==> config.mk <==
export PLATFORM = sky130hd
export DESIGN_NAME = device_heartbeat_watchdog_core
export DESIGN_NICKNAME = d
export VERILOG_FILES = /design/src/design/dhw_pkg.sv /design/src/design/dhw_ctrl.sv /design/src/design/dhw_datapath.sv /design/src/design/device_heartbeat_watchdog_core.sv
export SDC_FILE = /design/constraint.sdc
export NUM_CORES = 2
export LEC_CHECK = 0
export BUFFER_PORTS_ARGS = -buffer_cell sky130_fd_sc_hd__buf_4
export CORE_MARGIN = 2
export CORE_UTILIZATION = 63
export DETAILED_ROUTE_END_ITERATION = 8
export GPL_TIMING_DRIVEN = 1
export HOLD_SLACK_MARGIN = 0.06
export PLACE_DENSITY = 0.88
export SLEW_MARGIN = 30
export SYNTH_ARGS = -nofsm -noshare
export SYNTH_HDL_FRONTEND = slang
export SYNTH_HIERARCHICAL = 1
export SYNTH_SLANG_ARGS = --single-unit
export TNS_END_PERCENT = 10
==> constraint.sdc <==
create_clock -name clk_i -period 8.9 [get_ports clk_i]
set_clock_uncertainty 0.1 [all_clocks]
set_input_delay 0.445 -clock clk_i [delete_from_list [all_inputs] [get_ports clk_i]]
set_output_delay 0.445 -clock clk_i [all_outputs]
set_load 0.05 [all_outputs]
==> src/design/dhw_pkg.sv <==
// types and constants shared by the heartbeat watchdog modules
`timescale 1ns / 1ps
package dhw_pkg;

  localparam int unsigned DEV_W  = 3;
  localparam int unsigned CFG_W  = 41;
  localparam int unsigned MASK_W = 7;
  localparam int unsigned MODE_W = 2;
  localparam int unsigned NREG   = 7;

  // settings register fields
  localparam int unsigned EN_BIT  = 40;
  localparam int unsigned PRI_LSB = 32;
  localparam int unsigned ON_LSB  = 16;
  localparam int unsigned OFF_LSB = 0;
  localparam int unsigned PRI_W   = 8;
  localparam int unsigned TICKS_W = 16;

  localparam logic [DEV_W-1:0] NONE_DEV = 3'd7;

  localparam logic [MODE_W-1:0] MODE_TICK = 2'd0;
  localparam logic [MODE_W-1:0] MODE_SCAN = 2'd1;
  localparam logic [MODE_W-1:0] MODE_BEAT = 2'd2;

  localparam logic [CFG_W-1:0] SETTINGS_RESET [NREG] = '{
    41'd1163938758686, 41'd1146756923402, 41'd1142461956106, 41'd1142461956106,
    41'd1142461956106, 41'd1146756923397, 41'd1163942691316
  };

  typedef struct packed {
    logic             start;
    logic             do_tick;
    logic             do_beat;
    logic             do_scan;
    logic             scan_last;
    logic [DEV_W-1:0] idx;
  } dhw_cmd_t;

endpackage

==> src/design/dhw_ctrl.sv <==
// controller: sequences ticks, heartbeats, device scans and result handoff
`timescale 1ns / 1ps
module dhw_ctrl #(
  parameter int unsigned DEVICES = 7
) (
  input  logic                      clk_i,
  input  logic                      rst_ni,
  input  logic                      in_valid_i,
  input  logic [dhw_pkg::MODE_W-1:0] mode_i,
  input  logic                      out_stall_i,
  output logic                      in_stall_o,
  output logic                      out_valid_o,
  output dhw_pkg::dhw_cmd_t         cmd_o
);
  import dhw_pkg::*;

  localparam int unsigned IDX_W = (DEVICES > 1) ? $clog2(DEVICES) : 1;
  localparam logic [IDX_W-1:0] LAST_IDX = IDX_W'(DEVICES - 1);

  localparam logic [1:0] ST_IDLE = 2'd0;
  localparam logic [1:0] ST_SCAN = 2'd1;
  localparam logic [1:0] ST_RESP = 2'd2;

  logic [1:0]       state_q, state_d;
  logic [IDX_W-1:0] idx_q, idx_d;
  logic             accept;

  assign in_stall_o  = (state_q != ST_IDLE);
  assign out_valid_o = (state_q == ST_RESP);
  assign accept      = in_valid_i && (state_q == ST_IDLE);

  always_comb begin
    state_d       = state_q;
    idx_d         = idx_q;
    cmd_o         = '0;
    cmd_o.idx     = DEV_W'(idx_q);
    case (state_q)
      ST_IDLE: begin
        if (accept) begin
          cmd_o.start   = 1'b1;
          cmd_o.do_tick = (mode_i == MODE_TICK);
          cmd_o.do_beat = (mode_i == MODE_BEAT);
          idx_d         = '0;
          state_d       = (mode_i == MODE_SCAN) ? ST_SCAN : ST_RESP;
        end
      end
      ST_SCAN: begin
        cmd_o.do_scan   = 1'b1;
        cmd_o.scan_last = (idx_q == LAST_IDX);
        if (idx_q == LAST_IDX) begin
          state_d = ST_RESP;
        end else begin
          idx_d = idx_q + 1'b1;
        end
      end
      ST_RESP: begin
        if (!out_stall_i) begin
          state_d = ST_IDLE;
        end
      end
      default: begin
        state_d = ST_IDLE;
      end
    endcase
  end

  always_ff @(posedge clk_i or negedge rst_ni) begin
    if (!rst_ni) begin
      state_q <= ST_IDLE;
      idx_q   <= '0;
    end else begin
      state_q <= state_d;
      idx_q   <= idx_d;
    end
  end

endmodule

==> src/design/dhw_datapath.sv <==
// datapath: settings, time counter, per-device beat times, flags and results
`timescale 1ns / 1ps
module dhw_datapath #(
  parameter int unsigned DEVICES   = 7,
  parameter int unsigned TIME_BITS = 32
) (
  input  logic                       clk_i,
  input  logic                       rst_ni,
  input  dhw_pkg::dhw_cmd_t          cmd_i,
  input  logic [dhw_pkg::DEV_W-1:0]  device_i,
  input  logic                       data_bad_i,
  input  logic                       cfg_we_i,
  input  logic [dhw_pkg::DEV_W-1:0]  cfg_index_i,
  input  logic [dhw_pkg::CFG_W-1:0]  cfg_data_i,
  output logic [dhw_pkg::MASK_W-1:0] lost_mask_o,
  output logic [dhw_pkg::MASK_W-1:0] error_mask_o,
  output logic                       any_lost_o,
  output logic [dhw_pkg::DEV_W-1:0]  top_device_o,
  output logic [dhw_pkg::MASK_W-1:0] lost_recovery_mask_o,
  output logic                       data_recovery_o,
  output logic [TIME_BITS-1:0]       heartbeat_interval_o
);
  import dhw_pkg::*;

  localparam int unsigned IDX_W = (DEVICES > 1) ? $clog2(DEVICES) : 1;

  logic [CFG_W-1:0]     settings_q [DEVICES];
  logic [TIME_BITS-1:0] tick_q;
  logic [TIME_BITS-1:0] newest_q [DEVICES];
  logic [TIME_BITS-1:0] online_q [DEVICES];
  logic [DEVICES-1:0]   lost_q, error_q, bad_q;
  logic [DEV_W-1:0]     last_top_q;

  // per-item results
  logic                 any_q;
  logic [DEVICES-1:0]   recov_q;
  logic                 drec_q;
  logic [TIME_BITS-1:0] interval_q;
  logic [DEV_W-1:0]     best_q;
  logic [PRI_W-1:0]     best_pri_q;

  logic [IDX_W-1:0]     rd_idx;
  logic [CFG_W-1:0]     cur_set;
  logic [PRI_W-1:0]     cur_pri;
  logic [TIME_BITS-1:0] age, settle_age;
  logic                 enabled, timed_out, settling, better, beat_ok;

  // one read address: heartbeat device or scan position
  assign rd_idx     = cmd_i.do_beat ? device_i[IDX_W-1:0] : cmd_i.idx[IDX_W-1:0];
  assign cur_set    = settings_q[rd_idx];
  assign cur_pri    = cur_set[PRI_LSB +: PRI_W];
  assign enabled    = cur_set[EN_BIT];
  assign age        = tick_q - newest_q[rd_idx];
  assign settle_age = tick_q - online_q[rd_idx];
  assign timed_out  = age > TIME_BITS'(cur_set[OFF_LSB +: TICKS_W]);
  assign settling   = settle_age < TIME_BITS'(cur_set[ON_LSB +: TICKS_W]);
  assign better     = timed_out && (cur_pri > best_pri_q);
  assign beat_ok    = cmd_i.do_beat && (device_i < DEV_W'(DEVICES));

  always_ff @(posedge clk_i or negedge rst_ni) begin
    if (!rst_ni) begin
      for (int i = 0; i < DEVICES; i++) begin
        settings_q[i] <= SETTINGS_RESET[i];
      end
    end else if (cfg_we_i && (cfg_index_i < DEV_W'(DEVICES))) begin
      settings_q[cfg_index_i[IDX_W-1:0]] <= cfg_data_i;
    end
  end

  always_ff @(posedge clk_i or negedge rst_ni) begin
    if (!rst_ni) begin
      tick_q     <= '0;
      lost_q     <= '1;
      error_q    <= '1;
      bad_q      <= '1;
      last_top_q <= NONE_DEV;
      for (int i = 0; i < DEVICES; i++) begin
        newest_q[i] <= '0;
        online_q[i] <= '0;
      end
    end else begin
      if (cmd_i.do_tick) begin
        tick_q <= tick_q + 1'b1;
      end
      if (beat_ok) begin
        newest_q[rd_idx] <= tick_q;
        if (lost_q[rd_idx]) begin
          lost_q[rd_idx]   <= 1'b0;
          online_q[rd_idx] <= tick_q;
        end
        bad_q[rd_idx] <= data_bad_i;
        if (data_bad_i) begin
          error_q[rd_idx] <= 1'b1;
        end
      end
      if (cmd_i.do_scan && enabled) begin
        if (timed_out) begin
          if (!error_q[rd_idx]) begin
            lost_q[rd_idx]  <= 1'b1;
            error_q[rd_idx] <= 1'b1;
          end
        end else if (settling) begin
          lost_q[rd_idx]  <= 1'b0;
          error_q[rd_idx] <= 1'b1;
        end else begin
          lost_q[rd_idx]  <= 1'b0;
          error_q[rd_idx] <= bad_q[rd_idx];
        end
      end
      if (cmd_i.scan_last) begin
        last_top_q <= (enabled && better) ? cmd_i.idx : best_q;
      end
    end
  end

  always_ff @(posedge clk_i or negedge rst_ni) begin
    if (!rst_ni) begin
      any_q      <= 1'b0;
      recov_q    <= '0;
      drec_q     <= 1'b0;
      interval_q <= '0;
      best_q     <= NONE_DEV;
      best_pri_q <= '0;
    end else if (cmd_i.start) begin
      any_q      <= 1'b0;
      recov_q    <= '0;
      best_q     <= NONE_DEV;
      best_pri_q <= '0;
      drec_q     <= beat_ok && data_bad_i;
      interval_q <= beat_ok ? age : '0;
    end else if (cmd_i.do_scan && enabled && timed_out) begin
      any_q           <= 1'b1;
      recov_q[rd_idx] <= 1'b1;
      if (better) begin
        best_q     <= cmd_i.idx;
        best_pri_q <= cur_pri;
      end
    end
  end

  assign lost_mask_o          = MASK_W'(lost_q);
  assign error_mask_o         = MASK_W'(error_q);
  assign any_lost_o           = any_q;
  assign top_device_o         = last_top_q;
  assign lost_recovery_mask_o = MASK_W'(recov_q);
  assign data_recovery_o      = drec_q;
  assign heartbeat_interval_o = interval_q;

endmodule

==> src/design/device_heartbeat_watchdog_core.sv <==
// heartbeat watchdog: up to seven devices, tick/scan/heartbeat items
// Usage:
//   The input channel (in_valid_i / in_stall_o) carries one item per transaction:
//   mode (tick, scan or heartbeat), device index and data-bad flag. Every item
//   gives exactly one result transaction on the output channel
//   (out_valid_o / out_stall_i) with lost and error masks, the scan summary,
//   the data recovery request and the heartbeat interval.
//   Tick and heartbeat items are done in the cycle they are taken; the result
//   is valid on the next cycle. A scan walks the devices one per cycle through
//   the shared compare logic. One item is in flight at a time: a new item is
//   taken in the cycle after the result is delivered. While the receiver
//   stalls, the result holds and in_stall_o stays high.
//   Settings registers are written through cfg_we_i / cfg_index_i / cfg_data_i;
//   the user must write them only while the block is idle, as the block itself
//   does not enforce it. Reset loads the default settings, clears the time
//   counter and beat times, marks every device lost and in error, and sets the
//   top device to none.
`timescale 1ns / 1ps
module device_heartbeat_watchdog_core #(
  parameter int unsigned DEVICES   = 7,
  parameter int unsigned TIME_BITS = 32
) (
  input  logic                       clk_i,
  input  logic                       rst_ni,
  input  logic                       in_valid_i,
  output logic                       in_stall_o,
  input  logic [dhw_pkg::MODE_W-1:0] mode_i,
  input  logic [dhw_pkg::DEV_W-1:0]  device_i,
  input  logic                       data_bad_i,
  output logic                       out_valid_o,
  input  logic                       out_stall_i,
  output logic [dhw_pkg::MASK_W-1:0] lost_mask_o,
  output logic [dhw_pkg::MASK_W-1:0] error_mask_o,
  output logic                       any_lost_o,
  output logic [dhw_pkg::DEV_W-1:0]  top_device_o,
  output logic [dhw_pkg::MASK_W-1:0] lost_recovery_mask_o,
  output logic                       data_recovery_o,
  output logic [TIME_BITS-1:0]       heartbeat_interval_o,
  input  logic                       cfg_we_i,
  input  logic [dhw_pkg::DEV_W-1:0]  cfg_index_i,
  input  logic [dhw_pkg::CFG_W-1:0]  cfg_data_i
);
  import dhw_pkg::*;

  dhw_cmd_t cmd;

  dhw_ctrl #(
    .DEVICES (DEVICES)
  ) u_ctrl (
    .clk_i       (clk_i),
    .rst_ni      (rst_ni),
    .in_valid_i  (in_valid_i),
    .mode_i      (mode_i),
    .out_stall_i (out_stall_i),
    .in_stall_o  (in_stall_o),
    .out_valid_o (out_valid_o),
    .cmd_o       (cmd)
  );

  dhw_datapath #(
    .DEVICES   (DEVICES),
    .TIME_BITS (TIME_BITS)
  ) u_datapath (
    .clk_i                (clk_i),
    .rst_ni               (rst_ni),
    .cmd_i                (cmd),
    .device_i             (device_i),
    .data_bad_i           (data_bad_i),
    .cfg_we_i             (cfg_we_i),
    .cfg_index_i          (cfg_index_i),
    .cfg_data_i           (cfg_data_i),
    .lost_mask_o          (lost_mask_o),
    .error_mask_o         (error_mask_o),
    .any_lost_o           (any_lost_o),
    .top_device_o         (top_device_o),
    .lost_recovery_mask_o (lost_recovery_mask_o),
    .data_recovery_o      (data_recovery_o),
    .heartbeat_interval_o (heartbeat_interval_o)
  );

endmodule
==> reports/results.tsv <==
metric	value	unit
outcome	complete, no violations	
syn nets	3489	
Synth Register Bits	848	
Via Count	30939	
WS Path Type	reg2reg	
die area	66800	µm²
crit-path max FO	34	
initial antenna violation count	4	
post-route ant nets	0	
final setup margin	0.642	ns
row cnt	93	
drt drc	0	
Worst Hold Slack	0.115	ns
clk root buf	clkbuf_16	
Final Max Tran Viols	0	
Worst Path Arrival	8.70	ns
DR pass1 iterations	7	
Post-synth EDFFs	0	
max_cap viols	0	
port buffer count	114	
Critical-path top delay cell	o211ai_2	
ys flop type	dfrtp_1	
1st-iter DRT viols	4098	
post-CTS setup buffer count	0	
total core area	64200	µm²
most frequent cells in the layout	dfrtp_1, mux2_2, nand2_1	
Critical Path End Type	flop	
vias in the first global route	31743	
via/cell ratio	7.12	
Worst path most repeated cell	a21o_1	
first-pass GRT wire length	188	mm
pwr dens	296	nW/µm²
Placed Cells	4137	
syn_area_per_cell	12.2	µm²
Post-Synthesis Cells	3328	
final hold vios	0	
asr flop ratio synth	100	%
Leak	21.5	nW
Buf/Inv on CP	1	
slowest stage delay, CP	0.76	ns
post-synthesis sequential area ratio	52.3	%
Synth-to-Final Area Change	13.2	%
mapped cell area	40800	µm²
register area	21300	µm²
share of layout cells above drive strength 1	34.5	%
Fillers	3940	
RSZ-0062 raised after global routing	false	
Die H	258	µm
Routed WL per cell	28.3	µm
final std cells w/o fill	4345	
Ys Warns	6	
worst hold path type	in2reg	
Routed WL	123	mm
CP required	9.34	ns
Min Clock Period, post-route	8.26	ns
dpl hpwl	74.1	mm
Worst path top cell family by delay	compound AO/OA/AOI/OAI gates	
Clock Sinks	848	
most common cell after layout, fill and taps aside	dfrtp_1	
# IOs	115	
fin nets	3579	
gpl congestion	0.966	
count of final setup violators	0	
Slew HR	32.3	%
Worst-Margin Slew	1.02	ns
pin count of the biggest net entering global routing	191	
Setup TNS	0	ns
clk buf depth	3	
final worst path period share	92.8	%
CTS H-tree lvls	3	
dpl ws	0.845	ns
GRT Residual Overflow	0	
TritonCTS clock tree	done	
area occupied by multi-input gates	18600	µm²
Clock Pin Slew Worst Setup and Hold Paths	0.06	ns
Tot GR Track Use	36.6	%
VDD IR-drop max	182	µV
die width	258	µm
worst-skew pair later-pin latency	0.66	ns
post-synthesis cell type count	87	
Initial Utilization	63.5	%
Max Freq	121	MHz
CTS buffer count	85	
Setup crit start kind	flop	
## flip-flops by register name (all words and copies together) (netlist names), 7 cells and up
signal,flops
u_datapath/online_q,224
u_datapath/tick_q,32
u_datapath/lost_recovery_mask_o,7
u_datapath/settings_q,287
u_datapath/newest_q,224
u_datapath/best_pri_q,8
u_datapath/bad_q,7
u_datapath/lost_mask_o,7
u_datapath/heartbeat_interval_o,32
u_datapath/error_mask_o,7
## timing repair
action                                  4_1_cts  5_1_grt
hold buffers                                 46        0
hold endpoints to repair                    367        0
endpoints found under the setup margin        0        0
gates resized for setup                       0        0
## worst paths after layout
kind	slack [ns]	endpoint	start	cells after the start
setup / recovery	0.64	u_datapath/best_q[0]$_DFFE_PN1P_	u_ctrl/state_q[0]$_DFFE_PN0P_	27
hold / removal	0.11	u_ctrl/state_q[1]$_DFFE_PN0P_	mode_i[0]	3
setup reg to reg	0.64	u_datapath/best_q[0]$_DFFE_PN1P_	u_ctrl/state_q[0]$_DFFE_PN0P_	27
hold reg to reg	0.38	u_datapath/online_q[32]$_DFFE_PN0P_	u_datapath/online_q[32]$_DFFE_PN0P_	2
max in group asynchronous	6.05	u_datapath/online_q[17]$_DFFE_PN0P_	rst_ni	5
min in group asynchronous	0.36	u_datapath/settings_q[162]$_DFFE_PN0P_	rst_ni	2
## power breakdown
group          internal [mW]  leakage [nW]  switching (mW)  total (mW)
clock network           2.16          1.45            1.58        3.74
registers               4.38          11.1           0.371        4.75
logic                   1.86          8.94            3.30        5.16
total                   8.40          21.5            5.25        13.7
## cells in the mapped netlist (all sizes together) (47+ instances only)
| library cell | number | share of area [%] |
|---|---|---|
| mux2 | 717 | 20 |
| clkbuf | 208 | 1.9 |
| nor2 | 84 | 0.78 |
| a22o | 47 | 1.0 |
| a22oi | 135 | 2.5 |
| ha | 104 | 3.2 |
| inv | 52 | 0.48 |
| dfstp | 89 | 5.7 |
| a21oi | 121 | 1.5 |
| a222oi | 61 | 1.5 |
| xnor2 | 57 | 1.2 |
| o21ai | 119 | 1.5 |
| and3 | 47 | 0.72 |
| nand2 | 203 | 1.9 |
| a221oi | 59 | 1.3 |
| dfrtp | 759 | 47 |
## kinds of logic after synthesis
group	synth area share, %
compound gates	13.7
mux	20.2
buf+inv	2.75
xor+xnor	1.63
simple gates	6.03
fa+ha+maj	3.29
flops	52.3
## worst register-to-register path, stage by stage (launching register included)
cell      delay, ns
dfrtp_1        0.41
nor2_2         0.18
nand2_4        0.09
nor3b_2        0.64
nor4bb_4       0.45
buf_4          0.60
a21oi_4        0.27
o221ai_1       0.26
a21oi_1        0.07
ha_1           0.25
fa_1           0.44
nor2b_1        0.20
o211ai_2       0.15
a21o_1         0.24
o21a_1         0.20
xnor2_1        0.20
ha_1           0.28
and3_1         0.17
a221o_1        0.36
a21o_1         0.18
a221oi_1       0.34
a21oi_1        0.11
a21o_1         0.23
nor4_4         0.34
nand4_2        0.27
o211ai_2       0.76
mux2i_1        0.28
nand2_1        0.08
## area by class of cell
cell class / count / share of cell area (%)
Clock buffer: 117 / 5.26
Tap cell: 855 / 2.32
Multi-Input combinational cell: 2188 / 40.2
Clock inverter: 41 / 1.07
Timing Repair Buffer: 242 / 4.45
Sequential cell: 848 / 46.2
Inverter: 53 / 0.439
Antenna cell: 1 / 0.00542
## stage by stage
| step | util, % | total power [mW] | cell area (µm²) |
|---|---|---|---|
| floorplan | - | 7.93 | 40800 |
| global placement | 66.4 | 9.47 | 42600 |
| detailed placement | 66.4 | 9.60 | 42700 |
| CTS | 71.7 | 13.4 | 46000 |
| global route | 71.8 | 14.2 | 46100 |
| finish | 71.8 | 13.7 | 46100 |
## metal layers
| layer | GRT usage, % | up-vias | routed length, µm |
|---|---|---|---|
| met5 | 0 | - | 13 |
| met4 | 23.9 | 2 | 8130 |
| met3 | 9.47 | 493 | 14400 |
| met2 | 55.0 | 2102 | 54700 |
| met1 | 47.5 | 15682 | 45800 |
| li1 | - | 12660 | - |
Power figures use the tool's default switching activity.
